--- config.mk ---
export PLATFORM = sky130hd
export DESIGN_NAME = beeper_sampler_dc_blocker_top
export DESIGN_NICKNAME = d
export VERILOG_FILES = /design/src/bsdc_pkg.sv /design/src/bsdc_ctrl.sv /design/src/bsdc_dp.sv /design/src/beeper_sampler_dc_blocker_top.sv
export SDC_FILE = /design/constraint.sdc
export NUM_CORES = 2
export LEC_CHECK = 0
export BUFFER_PORTS_ARGS = -buffer_cell sky130_fd_sc_hd__buf_2
export CORE_MARGIN = 2
export CORE_UTILIZATION = 25
export CTS_BUF_LIST = sky130_fd_sc_hd__clkbuf_2 sky130_fd_sc_hd__clkbuf_4 sky130_fd_sc_hd__clkbuf_8
export CTS_CLUSTER_DIAMETER = 150
export CTS_CLUSTER_SIZE = 24
export DETAILED_ROUTE_END_ITERATION = 7
export GPL_TIMING_DRIVEN = 0
export PLACE_DENSITY = 0.48
export SLEW_MARGIN = 15
export SYNTH_ARGS = -nofsm -noshare
export SYNTH_HDL_FRONTEND = slang
export SYNTH_SLANG_ARGS = --single-unit
--- constraint.sdc ---
create_clock -name clock -period 8.8 [get_ports clock]
set_clock_uncertainty 0.15 [all_clocks]
set_input_delay 0.88 -clock clock [delete_from_list [all_inputs] [get_ports clock]]
set_output_delay 0.88 -clock clock [all_outputs]
set_load 0.005 [all_outputs]
--- src/bsdc_pkg.sv ---
`timescale 1ns / 1ps
// ----------------------------------------------------------------------------
// bsdc_pkg
// Shared types and constants of the beeper sampler with its DC blocking filter.
// ----------------------------------------------------------------------------
package bsdc_pkg;

   // Frame buffer depth in slots
   localparam int FRAME_SLOTS = 1024;
   localparam int FILL_W      = $clog2(FRAME_SLOTS + 1);

   // Field widths
   localparam int TACT_W   = 32;
   localparam int POINT_W  = 48;
   localparam int FRAC_W   = 16;
   localparam int ALPHA_W  = 16;
   localparam int PERIOD_W = 16;
   localparam int SAMPLE_W = 18;
   localparam int SLOT_W   = 10;
   localparam int COUNT_W  = 32;

   // Filter arithmetic
   localparam int PF_W   = 20;                      // stored filter output, Q3.16
   localparam int PROD_W = ALPHA_W + 1 + PF_W;      // signed alpha * y'
   localparam int RND_W  = PROD_W + 1;
   localparam int FB_W   = RND_W - FRAC_W;
   localparam int Y_W    = FB_W + 1;

   // Oscillator divider
   localparam int DIV_STEPS = TACT_W;
   localparam int DIV_CNT_W = $clog2(DIV_STEPS);

   // Configuration port
   localparam int CSR_ADDR_W = 5;
   localparam int CSR_DATA_W = 64;
   localparam logic [CSR_ADDR_W-1:0] ADDR_SAMPLE_STEP = 5'd0;
   localparam logic [CSR_ADDR_W-1:0] ADDR_DC_ALPHA    = 5'd8;
   localparam logic [CSR_ADDR_W-1:0] ADDR_OSC_PERIOD  = 5'd16;
   localparam logic [PERIOD_W-1:0]   OSC_PERIOD_RESET = 16'd512;

   typedef enum logic [1:0] {
      CMD_CLOCK_STEP = 2'd0,
      CMD_INSTR_END  = 2'd1,
      CMD_NEW_FRAME  = 2'd2,
      CMD_RESTART    = 2'd3
   } cmd_type;

   // Controller to datapath
   typedef struct packed {
      logic accept;
      logic commit;
      logic div_run;
   } ctrl_cmd_type;

   // Datapath to controller
   typedef struct packed {
      cmd_type cmd;
      logic    take;
      logic    out_free;
      logic    div_last;
   } ctrl_status_type;

endpackage

--- src/bsdc_ctrl.sv ---
`timescale 1ns / 1ps
// ----------------------------------------------------------------------------
// bsdc_ctrl
// Sequencer: accepts beats, runs the filter commit and the oscillator divider.
// ----------------------------------------------------------------------------
module bsdc_ctrl import bsdc_pkg::*; (
   input  logic            clock,
   input  logic            reset,
   input  logic            req_valid,
   output logic            req_ready,
   input  ctrl_status_type status,
   output ctrl_cmd_type    cmd
);

   typedef enum logic [1:0] {
      ST_IDLE,
      ST_FILTER,
      ST_DIVIDE
   } state_type;

   state_type state_ff, state_in;

   always_comb begin
      state_in    = state_ff;
      req_ready   = 1'b0;
      cmd.accept  = 1'b0;
      cmd.commit  = 1'b0;
      cmd.div_run = 1'b0;
      unique case (state_ff)
         ST_IDLE: begin
            req_ready  = 1'b1;
            cmd.accept = req_valid;
            if (req_valid) begin
               if (status.cmd == CMD_CLOCK_STEP && status.take) begin
                  state_in = ST_FILTER;
               end else if (status.cmd == CMD_INSTR_END) begin
                  state_in = ST_DIVIDE;
               end
            end
         end
         ST_FILTER: begin
            // hold until the output register can take the result
            cmd.commit = status.out_free;
            if (status.out_free) begin
               state_in = ST_IDLE;
            end
         end
         ST_DIVIDE: begin
            cmd.div_run = 1'b1;
            if (status.div_last) begin
               state_in = ST_IDLE;
            end
         end
         default: state_in = ST_IDLE;
      endcase
   end

   always_ff @(posedge clock) begin
      if (reset) begin
         state_ff <= ST_IDLE;
      end else begin
         state_ff <= state_in;
      end
   end

endmodule

--- src/bsdc_dp.sv ---
`timescale 1ns / 1ps
// ----------------------------------------------------------------------------
// bsdc_dp
// Datapath: sample schedule, DC blocker, frame slots and oscillator divider.
// ----------------------------------------------------------------------------
module bsdc_dp import bsdc_pkg::*; (
   input  logic                 clock,
   input  logic                 reset,
   input  ctrl_cmd_type         cmd,
   output ctrl_status_type      status,
   input  logic [POINT_W-1:0]   sample_step,
   input  logic [ALPHA_W-1:0]   dc_alpha,
   input  logic [PERIOD_W-1:0]  oscillator_period,
   input  logic [1:0]           req_cmd,
   input  logic [TACT_W-1:0]    req_tact_count,
   input  logic                 req_speaker_run,
   input  logic                 req_speaker_silence,
   input  logic                 req_ear_bit,
   output logic                 rsp_valid,
   input  logic                 rsp_ready,
   output logic signed [SAMPLE_W-1:0] rsp_sample,
   output logic [SLOT_W-1:0]    rsp_sample_slot,
   output logic                 rsp_dropped,
   output logic [COUNT_W-1:0]   rsp_overflow_total
);

   // Architectural state
   logic [POINT_W-1:0]   next_point_ff, next_point_in;
   logic                 prev_level_ff, prev_level_in;
   logic signed [PF_W-1:0] prev_filtered_ff, prev_filtered_in;
   logic [FILL_W-1:0]    frame_fill_ff, frame_fill_in;
   logic [COUNT_W-1:0]   drop_count_ff, drop_count_in;
   logic                 osc_level_ff, osc_level_in;

   // Item in flight
   logic                 level_ff, level_in;
   logic signed [PROD_W-1:0] prod_ff, prod_in;

   // Divider
   logic [TACT_W-1:0]    div_num_ff, div_num_in;
   logic [PERIOD_W-1:0]  div_rem_ff, div_rem_in;
   logic [DIV_CNT_W-1:0] div_cnt_ff, div_cnt_in;
   logic [PERIOD_W-1:0]  period_eff;
   logic [PERIOD_W:0]    div_shift;
   logic                 div_q;

   // Output register
   logic                 rsp_valid_ff, rsp_valid_in;
   logic signed [SAMPLE_W-1:0] rsp_sample_ff, rsp_sample_in;
   logic [SLOT_W-1:0]    rsp_slot_ff, rsp_slot_in;
   logic                 rsp_dropped_ff, rsp_dropped_in;
   logic [COUNT_W-1:0]   rsp_total_ff, rsp_total_in;

   // Combinational helpers
   logic [POINT_W-1:0]   now_point;
   logic [POINT_W-1:0]   ahead;
   logic                 level_now;
   logic signed [RND_W-1:0] rnd;
   logic signed [FB_W-1:0]  fb;
   logic signed [Y_W-1:0]   step_term;
   logic signed [Y_W-1:0]   y_raw;
   logic signed [PF_W-1:0]  y_sat;
   logic signed [SAMPLE_W-1:0] y_clamp;
   logic                 frame_full;

   assign now_point = {req_tact_count, {FRAC_W{1'b0}}};
   assign ahead     = next_point_ff - now_point;
   assign level_now = req_speaker_run ? (!req_speaker_silence && osc_level_ff) : req_ear_bit;

   assign period_eff = (oscillator_period == '0) ? PERIOD_W'(1) : oscillator_period;
   assign div_shift  = {div_rem_ff, div_num_ff[TACT_W-1]};
   assign div_q      = div_shift >= {1'b0, period_eff};

   assign status.cmd      = cmd_type'(req_cmd);
   assign status.take     = (sample_step != '0) && ((ahead == '0) || ahead[POINT_W-1]);
   assign status.out_free = !rsp_valid_ff || rsp_ready;
   assign status.div_last = div_cnt_ff == DIV_CNT_W'(DIV_STEPS - 1);

   // Filter: y = x - x' + round(alpha * y'), saturate to Q3.16, clamp to [-1, 1]
   always_comb begin
      rnd = {prod_ff[PROD_W-1], prod_ff} + RND_W'(32768);
      fb  = rnd[RND_W-1:FRAC_W];
      step_term = '0;
      if (level_ff && !prev_level_ff) begin
         step_term = Y_W'(65536);
      end else if (!level_ff && prev_level_ff) begin
         step_term = -Y_W'(65536);
      end
      y_raw = {fb[FB_W-1], fb} + step_term;
      if (y_raw > Y_W'(524287)) begin
         y_sat = PF_W'(524287);
      end else if (y_raw < -Y_W'(524288)) begin
         y_sat = -PF_W'(524288);
      end else begin
         y_sat = y_raw[PF_W-1:0];
      end
      if (y_sat > PF_W'(65536)) begin
         y_clamp = SAMPLE_W'(65536);
      end else if (y_sat < -PF_W'(65536)) begin
         y_clamp = -SAMPLE_W'(65536);
      end else begin
         y_clamp = y_sat[SAMPLE_W-1:0];
      end
   end

   assign frame_full = frame_fill_ff >= FILL_W'(FRAME_SLOTS);

   always_comb begin
      next_point_in    = next_point_ff;
      prev_level_in    = prev_level_ff;
      prev_filtered_in = prev_filtered_ff;
      frame_fill_in    = frame_fill_ff;
      drop_count_in    = drop_count_ff;
      osc_level_in     = osc_level_ff;
      level_in         = level_ff;
      prod_in          = prod_ff;
      div_num_in       = div_num_ff;
      div_rem_in       = div_rem_ff;
      div_cnt_in       = div_cnt_ff;
      rsp_valid_in     = rsp_valid_ff && !rsp_ready;
      rsp_sample_in    = rsp_sample_ff;
      rsp_slot_in      = rsp_slot_ff;
      rsp_dropped_in   = rsp_dropped_ff;
      rsp_total_in     = rsp_total_ff;

      if (cmd.accept) begin
         case (status.cmd)
            CMD_CLOCK_STEP: begin
               level_in = level_now;
               prod_in  = PROD_W'($signed({1'b0, dc_alpha}) * prev_filtered_ff);
            end
            CMD_INSTR_END: begin
               div_num_in = req_tact_count;
               div_rem_in = '0;
               div_cnt_in = '0;
            end
            CMD_NEW_FRAME: frame_fill_in = '0;
            CMD_RESTART:   next_point_in = now_point + sample_step;
            default: ;
         endcase
      end

      if (cmd.div_run) begin
         // one quotient bit per cycle; only the last one is kept
         div_num_in = {div_num_ff[TACT_W-2:0], 1'b0};
         div_rem_in = div_q ? PERIOD_W'(div_shift - {1'b0, period_eff})
                            : div_shift[PERIOD_W-1:0];
         div_cnt_in = div_cnt_ff + DIV_CNT_W'(1);
         if (status.div_last) begin
            osc_level_in = div_q;
         end
      end

      if (cmd.commit) begin
         prev_level_in    = level_ff;
         prev_filtered_in = y_sat;
         next_point_in    = next_point_ff + sample_step;
         rsp_valid_in     = 1'b1;
         rsp_sample_in    = y_clamp;
         if (frame_full) begin
            drop_count_in  = drop_count_ff + COUNT_W'(1);
            rsp_slot_in    = '0;
            rsp_dropped_in = 1'b1;
            rsp_total_in   = drop_count_ff + COUNT_W'(1);
         end else begin
            frame_fill_in  = frame_fill_ff + FILL_W'(1);
            rsp_slot_in    = frame_fill_ff[SLOT_W-1:0];
            rsp_dropped_in = 1'b0;
            rsp_total_in   = drop_count_ff;
         end
      end
   end

   always_ff @(posedge clock) begin
      if (reset) begin
         next_point_ff    <= '0;
         prev_level_ff    <= 1'b0;
         prev_filtered_ff <= '0;
         frame_fill_ff    <= '0;
         drop_count_ff    <= '0;
         osc_level_ff     <= 1'b0;
         rsp_valid_ff     <= 1'b0;
      end else begin
         next_point_ff    <= next_point_in;
         prev_level_ff    <= prev_level_in;
         prev_filtered_ff <= prev_filtered_in;
         frame_fill_ff    <= frame_fill_in;
         drop_count_ff    <= drop_count_in;
         osc_level_ff     <= osc_level_in;
         rsp_valid_ff     <= rsp_valid_in;
      end
   end

   always_ff @(posedge clock) begin
      level_ff       <= level_in;
      prod_ff        <= prod_in;
      div_num_ff     <= div_num_in;
      div_rem_ff     <= div_rem_in;
      div_cnt_ff     <= div_cnt_in;
      rsp_sample_ff  <= rsp_sample_in;
      rsp_slot_ff    <= rsp_slot_in;
      rsp_dropped_ff <= rsp_dropped_in;
      rsp_total_ff   <= rsp_total_in;
   end

   assign rsp_valid          = rsp_valid_ff;
   assign rsp_sample         = rsp_sample_ff;
   assign rsp_sample_slot    = rsp_slot_ff;
   assign rsp_dropped        = rsp_dropped_ff;
   assign rsp_overflow_total = rsp_total_ff;

endmodule

--- src/beeper_sampler_dc_blocker_top.sv ---
`timescale 1ns / 1ps
// ----------------------------------------------------------------------------
// beeper_sampler_dc_blocker_top
// Speaker sampler with a one-pole DC blocking filter and frame slot tracking.
//
//   channel  direction  handshake             payload
//   req      in         req_valid/req_ready   cmd, tact_count, run, silence, ear
//   rsp      out        rsp_valid/rsp_ready   sample, slot, dropped, total
//   csr      in         APB psel/penable      sample_step, dc_alpha, osc period
//
// A beat that takes no sample is done on acceptance; a sampling clock step
// multiplies first, then rounds, saturates and commits. Instruction end sets
// the oscillator level from a one-bit-per-cycle divider over the tact count.
// Reset is synchronous and clears all filter and schedule state.
// A result waits in the output register; a sampling beat stalls only if the
// previous result is still held when its commit comes up.
// ----------------------------------------------------------------------------
module beeper_sampler_dc_blocker_top import bsdc_pkg::*; (
   input  logic                        clock,
   input  logic                        reset,
   input  logic                        req_valid,
   output logic                        req_ready,
   input  logic [1:0]                  req_cmd,
   input  logic [TACT_W-1:0]           req_tact_count,
   input  logic                        req_speaker_run,
   input  logic                        req_speaker_silence,
   input  logic                        req_ear_bit,
   output logic                        rsp_valid,
   input  logic                        rsp_ready,
   output logic signed [SAMPLE_W-1:0]  rsp_sample,
   output logic [SLOT_W-1:0]           rsp_sample_slot,
   output logic                        rsp_dropped,
   output logic [COUNT_W-1:0]          rsp_overflow_total,
   input  logic                        csr_psel,
   input  logic                        csr_penable,
   input  logic                        csr_pwrite,
   input  logic [CSR_ADDR_W-1:0]       csr_paddr,
   input  logic [CSR_DATA_W-1:0]       csr_pwdata,
   output logic [CSR_DATA_W-1:0]       csr_prdata,
   output logic                        csr_pready
);

   logic [POINT_W-1:0]  sample_step_ff;
   logic [ALPHA_W-1:0]  dc_alpha_ff;
   logic [PERIOD_W-1:0] osc_period_ff;
   logic                csr_write;

   ctrl_cmd_type    ctrl_cmd;
   ctrl_status_type ctrl_status;

   assign csr_pready = 1'b1;
   assign csr_write  = csr_psel && csr_penable && csr_pwrite;

   always_ff @(posedge clock) begin
      if (reset) begin
         sample_step_ff <= '0;
         dc_alpha_ff    <= '0;
         osc_period_ff  <= OSC_PERIOD_RESET;
      end else if (csr_write) begin
         unique case (csr_paddr)
            ADDR_SAMPLE_STEP: sample_step_ff <= csr_pwdata[POINT_W-1:0];
            ADDR_DC_ALPHA:    dc_alpha_ff    <= csr_pwdata[ALPHA_W-1:0];
            ADDR_OSC_PERIOD:  osc_period_ff  <= csr_pwdata[PERIOD_W-1:0];
            default: ;
         endcase
      end
   end

   always_comb begin
      unique case (csr_paddr)
         ADDR_SAMPLE_STEP: csr_prdata = CSR_DATA_W'(sample_step_ff);
         ADDR_DC_ALPHA:    csr_prdata = CSR_DATA_W'(dc_alpha_ff);
         ADDR_OSC_PERIOD:  csr_prdata = CSR_DATA_W'(osc_period_ff);
         default:          csr_prdata = '0;
      endcase
   end

   bsdc_ctrl u_ctrl (
      .clock     (clock),
      .reset     (reset),
      .req_valid (req_valid),
      .req_ready (req_ready),
      .status    (ctrl_status),
      .cmd       (ctrl_cmd)
   );

   bsdc_dp u_dp (
      .clock               (clock),
      .reset               (reset),
      .cmd                 (ctrl_cmd),
      .status              (ctrl_status),
      .sample_step         (sample_step_ff),
      .dc_alpha            (dc_alpha_ff),
      .oscillator_period   (osc_period_ff),
      .req_cmd             (req_cmd),
      .req_tact_count      (req_tact_count),
      .req_speaker_run     (req_speaker_run),
      .req_speaker_silence (req_speaker_silence),
      .req_ear_bit         (req_ear_bit),
      .rsp_valid           (rsp_valid),
      .rsp_ready           (rsp_ready),
      .rsp_sample          (rsp_sample),
      .rsp_sample_slot     (rsp_sample_slot),
      .rsp_dropped         (rsp_dropped),
      .rsp_overflow_total  (rsp_overflow_total)
   );

endmodule

# Yosys cells after proc, flatten, opt, wreduce, memory -nomap -nowiden
# Index checks and enable logic that the tools add are counted.
# classes
n_reduce_logical	35
n_mux	38
n_addsub	9
n_eq_ne	12
magnitude_cmp	6
mul	1
# ops
op	n
$mux 48	3
$pmux 48 s3	1
$mux 32	4
$add 48x48->48	2
$mux 16	5
$logic_not 48->1	1
$reduce_bool 48->1	1
$sub 48x48->48	1
$mux 23	2
$mux 11	4
$mux 20	2
$add 37x17->38 const B	1
$mul 17x20->37	1
$add 32x1->32 const B	1
$add 23x23->23	1
$gt 23x20->1 const B	1
$lt 23x20->1 const B	1
$gt 20x18->1 const B	1
$lt 20x17->1 const B	1
$mux 18	1
$ge 17x16->1	1
$logic_not 16->1	1
$reduce_and 2->1	8
$sub 16x16->16	1
other kinds (22)	55
# word_totals
register_bits	348
output_inout_bits	128
in_bits	113

# Longest topological paths before layout
# logic_depth
word_depth	10
depth_mapped	24
mapped_depth_nobuf	23

# By module
# From an unflattened synthesis, not the netlist that was laid out.
# unflattened
hier_cells	3714
hier_area_um2	33329.5
# by_module_without_submodules
mod	n_inst	area_per_inst_um2	seq_area_each_um2	cells_each
bsdc_dp	1	29278.1	6386.1	3270
beeper_sampler_dc_blocker_top	1	3912.5	1601.5	430
bsdc_ctrl	1	138.9	40.0	14

# Worst setup path before layout
# OpenSTA, ideal clock, no wires.
# synth_timing
path_kind	register to register
startpoint	reg u_dp.prev_filtered_ff[19]
endpoint	reg u_dp.prod_ff[36] (data pin)
t_required_ns	8.390
arrival_ns	6.014
stages_incl_launch_ff	22
period_less_slack_ns	6.423
setup_time_ns	0.260
n_path_buf	1
path_slack_ns	2.377
path_cell_list	dfxtp_1 -> clkbuf_1 -> nand2_1 -> inv_1 -> fa_1 -> fa_1 -> fa_1 -> fa_1 -> fa_1 -> inv_1 -> fa_1 -> inv_1 -> ha_1 -> a21o_1 -> a21o_1 -> a21oi_1 -> nor4b_1 -> a22oi_1 -> a41oi_1 -> a21oi_1 -> a21oi_1 -> xnor2_1
# synth_via
elab_chain_len	1
# synth_rtl
element	line_no	text
start: declaration	bsdc_dp.sv:30	logic signed [PF_W-1:0] prev_filtered_ff, prev_filtered_in;
start signal: assignment	bsdc_dp.sv:186	prev_filtered_ff <= prev_filtered_in;
$mul 17x20->37	bsdc_dp.sv:130	prod_in = PROD_W'($signed({1'b0, dc_alpha}) * prev_filtered_ff);
end signal: assignment	bsdc_dp.sv:196	prod_ff <= prod_in;
end: declaration	bsdc_dp.sv:37	logic signed [PROD_W-1:0] prod_ff, prod_in;
# Every way passes these cells.
# A chain may end at the register's enable or synchronous reset.

# Final worst setup path
# Ends and elaborated chain as after synthesis.

==> impl_metrics.json <==
{
  "numPlacedInstances": 5896,
  "timing.hold.worst.class": "in2reg",
  "worst_setup_ep_type": "register",
  "dieArea_um2": 136000,
  "p_per_cell_area_nw_per_um2": 77.2,
  "syn_area_per_cell_um2": 8.49,
  "drt_iter0_markers": 2025,
  "fillCellCount": 14396,
  "drive_above_1_share_pct": 7.19,
  "synth_seq_cells": 333,
  "global_route_wire_length_before_repair_um": 178000,
  "synthCells": 3913,
  "detailedPlace.worstSlack_ns": 1.30,
  "core_area_um2": 132000,
  "async_reset_ff_share_pct": 0,
  "net-switching-power_mw": 0.849,
  "multi_input_comb_area_um2": 22600,
  "reg_to_reg_slack_setup_ns": 1.26,
  "via_count": 28113,
  "maximum_buffer_depth_of_the_clock_tree": 3,
  "placementRows": 133,
  "htree_levels": 1,
  "io-pin-count": 241,
  "cp.arrival_ns": 7.83,
  "place.port_buffers": 206,
  "syn_to_final_growth_pct": 11.4,
  "report.final.slew_viol_count": 0,
  "critPathMaxFanout": 10,
  "largest_net_degree_at_the_start_of_global_routing": 28,
  "floorplan.die.height_um": 369,
  "startpoint_type": "register",
  "cts.reportedPaths.clkPinSlew_ns": 0.18,
  "detail_route.drc_violations": 0,
  "total_of_warnings_raised_by_yosys": 0,
  "routedWlPerCell_um": 19.9,
  "achievable-frequency_mhz": 133,
  "cp.required_ns": 9.09,
  "setup.worst_path.class": "reg2reg",
  "final_antenna_net_count": 0,
  "clk_lat_worst_skew_ns": 0.70,
  "area.sequential_um2": 8030,
  "post_layout_utilization_of_the_core_pct": 28.1,
  "pleak_nw": 16.3,
  "postLayoutCellArea_um2": 37000,
  "finalWorstPathRequiredPeriod_ns": 7.54,
  "post_dp_cell_area_um2": 36600,
  "synth_edf_count": 136,
  "netlist_area_um2": 33200,
  "vias_per_cell": 4.74,
  "cts_tree": "built",
  "synth.largest_area_cell": "sky130_fd_sc_hd__fa_1",
  "share_comb_of_total_power_pct": 14.8,
  "dpl.hpwl_um": 95200,
  "setup-tns-final_ns": 0,
  "post-synth-top-area-fraction_pct": 19.5,
  "cts.hold.buffers_added": 0,
  "intPower_mw": 2.01,
  "initial_antenna_violation_count": 12,
  "cts_resized": 0,
  "drt_pre_antenna_iters": 8,
  "nNetsFinal": 4828,
  "drt_total_wl_um": 118000,
  "layoutNonFillerInstCount": 5931,
  "ys_dominant_reg_cell": "sky130_fd_sc_hd__dfxtp_1",
  "result_of_the_run": "finished clean",
  "overall_routing_resource_usage_pct": 17.3,
  "worst_slew_margin_rel_pct": 18.8,
  "ys_seq_area_share_pct": 24.2,
  "initial_util_pct": 25.2,
  "final_critical_path_setup_slack_ns": 1.26,
  "grt_overflow_total": 0,
  "maxCapViolCount": 0,
  "number_of_hold_violations_in_the_final_report": 0,
  "setup_viol": 0,
  "switching_share_pct": 29.7,
  "period_utilisation_layout_pct": 85.7,
  "cts-root-buf": "sky130_fd_sc_hd__clkbuf_8",
  "postCtsSetupBuffers": 0,
  "routabilityCongestion": 0.891,
  "worst-slew-pin-transition_ns": 1.22,
  "post_synth_main_area_contributors": "sky130_fd_sc_hd__fa_1 20%, sky130_fd_sc_hd__edfxtp_1 12%, sky130_fd_sc_hd__dfxtp_1 12%",
  "power.ir.vdd_worst_uv": 89.7,
  "cts_num_sinks": 333,
  "first_global_vias": 28296,
  "p_clk_share_pct": 27.4,
  "share_seq_of_total_power_pct": 57.9,
  "synth_cell_type_count": 77,
  "die_width_um": 369,
  "total_clock_buffers_created_by_cts": 17,
  "rsz0062_at_grt": "false"
}
==> Yosys cell counts, types with 22 or more instances <==
cell                       count
sky130_fd_sc_hd__nand2_1     577
sky130_fd_sc_hd__inv_1       508
sky130_fd_sc_hd__fa_1        324
sky130_fd_sc_hd__a21oi_1     279
sky130_fd_sc_hd__nor2_1      242
sky130_fd_sc_hd__ha_1        230
sky130_fd_sc_hd__dfxtp_1     197
sky130_fd_sc_hd__and2_1      182
sky130_fd_sc_hd__clkbuf_1    169
sky130_fd_sc_hd__o21ai_0     138
sky130_fd_sc_hd__edfxtp_1    136
sky130_fd_sc_hd__xnor2_1     118
sky130_fd_sc_hd__xor2_1       91
sky130_fd_sc_hd__nand3_1      71
sky130_fd_sc_hd__a21o_1       49
sky130_fd_sc_hd__nor3_1       47
sky130_fd_sc_hd__and3_1       43
sky130_fd_sc_hd__nand4_1      38
sky130_fd_sc_hd__a211oi_1     34
sky130_fd_sc_hd__a22o_1       32
sky130_fd_sc_hd__mux2i_1      30
sky130_fd_sc_hd__nor2b_1      28
sky130_fd_sc_hd__nor4_1       27
sky130_fd_sc_hd__nand2b_1     25
sky130_fd_sc_hd__a311oi_1     23
sky130_fd_sc_hd__a31oi_1      22
==> worst max-delay path: stages, from the launching register on <==
cell	delay, ns
sky130_fd_sc_hd__dfxtp_1	0.52
sky130_fd_sc_hd__clkbuf_1	0.44
sky130_fd_sc_hd__nand2_1	0.20
sky130_fd_sc_hd__inv_1	0.19
sky130_fd_sc_hd__fa_1	0.56
sky130_fd_sc_hd__fa_1	0.93
sky130_fd_sc_hd__fa_1	0.55
sky130_fd_sc_hd__fa_1	0.52
sky130_fd_sc_hd__fa_1	0.49
sky130_fd_sc_hd__inv_1	0.05
sky130_fd_sc_hd__fa_1	0.47
sky130_fd_sc_hd__inv_1	0.04
sky130_fd_sc_hd__ha_1	0.33
sky130_fd_sc_hd__a21o_1	0.17
sky130_fd_sc_hd__a21o_1	0.16
sky130_fd_sc_hd__a21oi_1	0.24
sky130_fd_sc_hd__nor4b_1	0.26
sky130_fd_sc_hd__a22oi_1	0.22
sky130_fd_sc_hd__a41oi_1	0.34
sky130_fd_sc_hd__a21oi_1	0.14
sky130_fd_sc_hd__a21oi_1	0.19
sky130_fd_sc_hd__xnor2_1	0.11
==> state kept, by name (all words and copies together), names as in the netlist, 18 cells and up <==
register	flops
sample_step_ff	48
u_dp.div_num_ff	32
u_dp.drop_count_ff	32
u_dp.next_point_ff	48
u_dp.prev_filtered_ff	20
u_dp.prod_ff	22
u_dp.rsp_overflow_total	32
u_dp.rsp_sample	18
==> layout by cell type (no fill, tap or decap), types with 18 or more instances in the layout <==
cell	n
sky130_fd_sc_hd__and3_1	43
sky130_fd_sc_hd__and2_1	182
sky130_fd_sc_hd__o21a_1	20
sky130_fd_sc_hd__fa_1	324
sky130_fd_sc_hd__a31oi_1	22
sky130_fd_sc_hd__o21ai_0	138
sky130_fd_sc_hd__buf_2	210
sky130_fd_sc_hd__a311oi_1	23
sky130_fd_sc_hd__mux2i_1	30
sky130_fd_sc_hd__clkbuf_1	166
sky130_fd_sc_hd__inv_1	508
sky130_fd_sc_hd__edfxtp_1	136
sky130_fd_sc_hd__xor2_1	91
sky130_fd_sc_hd__xnor2_1	118
sky130_fd_sc_hd__a2111oi_0	18
sky130_fd_sc_hd__o21bai_1	18
sky130_fd_sc_hd__ha_1	230
sky130_fd_sc_hd__a22o_1	32
sky130_fd_sc_hd__dfxtp_1	197
sky130_fd_sc_hd__a21oi_1	278
sky130_fd_sc_hd__a21o_1	49
sky130_fd_sc_hd__or3_1	20
sky130_fd_sc_hd__nor3_1	46
sky130_fd_sc_hd__nor2_1	241
sky130_fd_sc_hd__a211oi_1	34
sky130_fd_sc_hd__nand2_1	577
sky130_fd_sc_hd__nand3_1	71
sky130_fd_sc_hd__buf_4	20
sky130_fd_sc_hd__nand4_1	38
sky130_fd_sc_hd__nand2b_1	25
sky130_fd_sc_hd__nor2b_1	28
sky130_fd_sc_hd__nor4_1	26
==> power groups by stage <==
stage | Clock, mW | Combinational [mW] | Sequential, mW
after global routing | 0.860 | 0.462 | 1.66
final | 0.782 | 0.422 | 1.65
after floorplan | 0 | 0.263 | 1.68
after detailed placement | 0 | 0.417 | 1.69
after CTS | 0.819 | 0.419 | 1.65
after global placement | 0 | 0.409 | 1.69
==> cell families after synthesis <==
kind of cell / Yosys count / share of synthesized area, %
AND/OR/NAND/NOR: 1348 / 19.1
AO/OA/AOI/OAI: 729 / 13.9
buffers and inverters: 705 / 8.17
adder cells (fa/ha/maj): 554 / 28.2
flip-flops: 333 / 24.2
XOR/XNOR: 209 / 5.51
multiplexers: 33 / 1.01
other: 2 / 0.0226
==> worst paths after layout <==
| kind | from | to | cells after the start |
|---|---|---|---|
| setup reg to reg | u_dp.prev_filtered_ff[19]$_SDFFE_PP0P_ | u_dp.prod_ff[36]$_DFFE_PP_ | 21 |
| hold reg to reg | u_dp.prev_level_ff$_SDFFE_PP0P_ | u_dp.prev_level_ff$_SDFFE_PP0P_ | 2 |
| hold / removal | csr_pwdata[38] | sample_step_ff[38]$_SDFFE_PP0P_ | 3 |
| setup / recovery | u_dp.prev_filtered_ff[19]$_SDFFE_PP0P_ | u_dp.prod_ff[36]$_DFFE_PP_ | 21 |
==> layout make-up <==
class / instances / share of cell area [%]
Multi-Input combinational cell: 2890 / 61.0
Sequential cell: 333 / 21.7
Tap cell: 1755 / 5.94
Inverter: 508 / 5.16
Timing Repair Buffer: 214 / 3.12
Buffer: 197 / 2.20
Clock buffer: 28 / 0.856
Clock inverter: 2 / 0.0338
Antenna cell: 4 / 0.0271
==> layer usage <==
metal | wire [um] | global-route usage (%) | vias up | share of wire, %
met2 | 51300 | 26.8 | 793 | 43
li1 | - | - | 13432 | -
met5 | 20 | 0 | - | 0.017
met3 | 9370 | 4.10 | 100 | 7.9
met1 | 55200 | 24.3 | 13784 | 47
met4 | 2470 | 3.45 | 4 | 2.1
==> metrics by stage <==
step	power (mW)	hold slack [ns]
2_1_floorplan	1.94	0.290
3_3_place_gp	2.10	0.306
3_5_place_dp	2.10	0.314
4_1_cts	2.89	0.203
5_1_grt	2.98	0.232
6_report	2.86	0.262
Note: power is estimated with default switching activity, not from simulation.
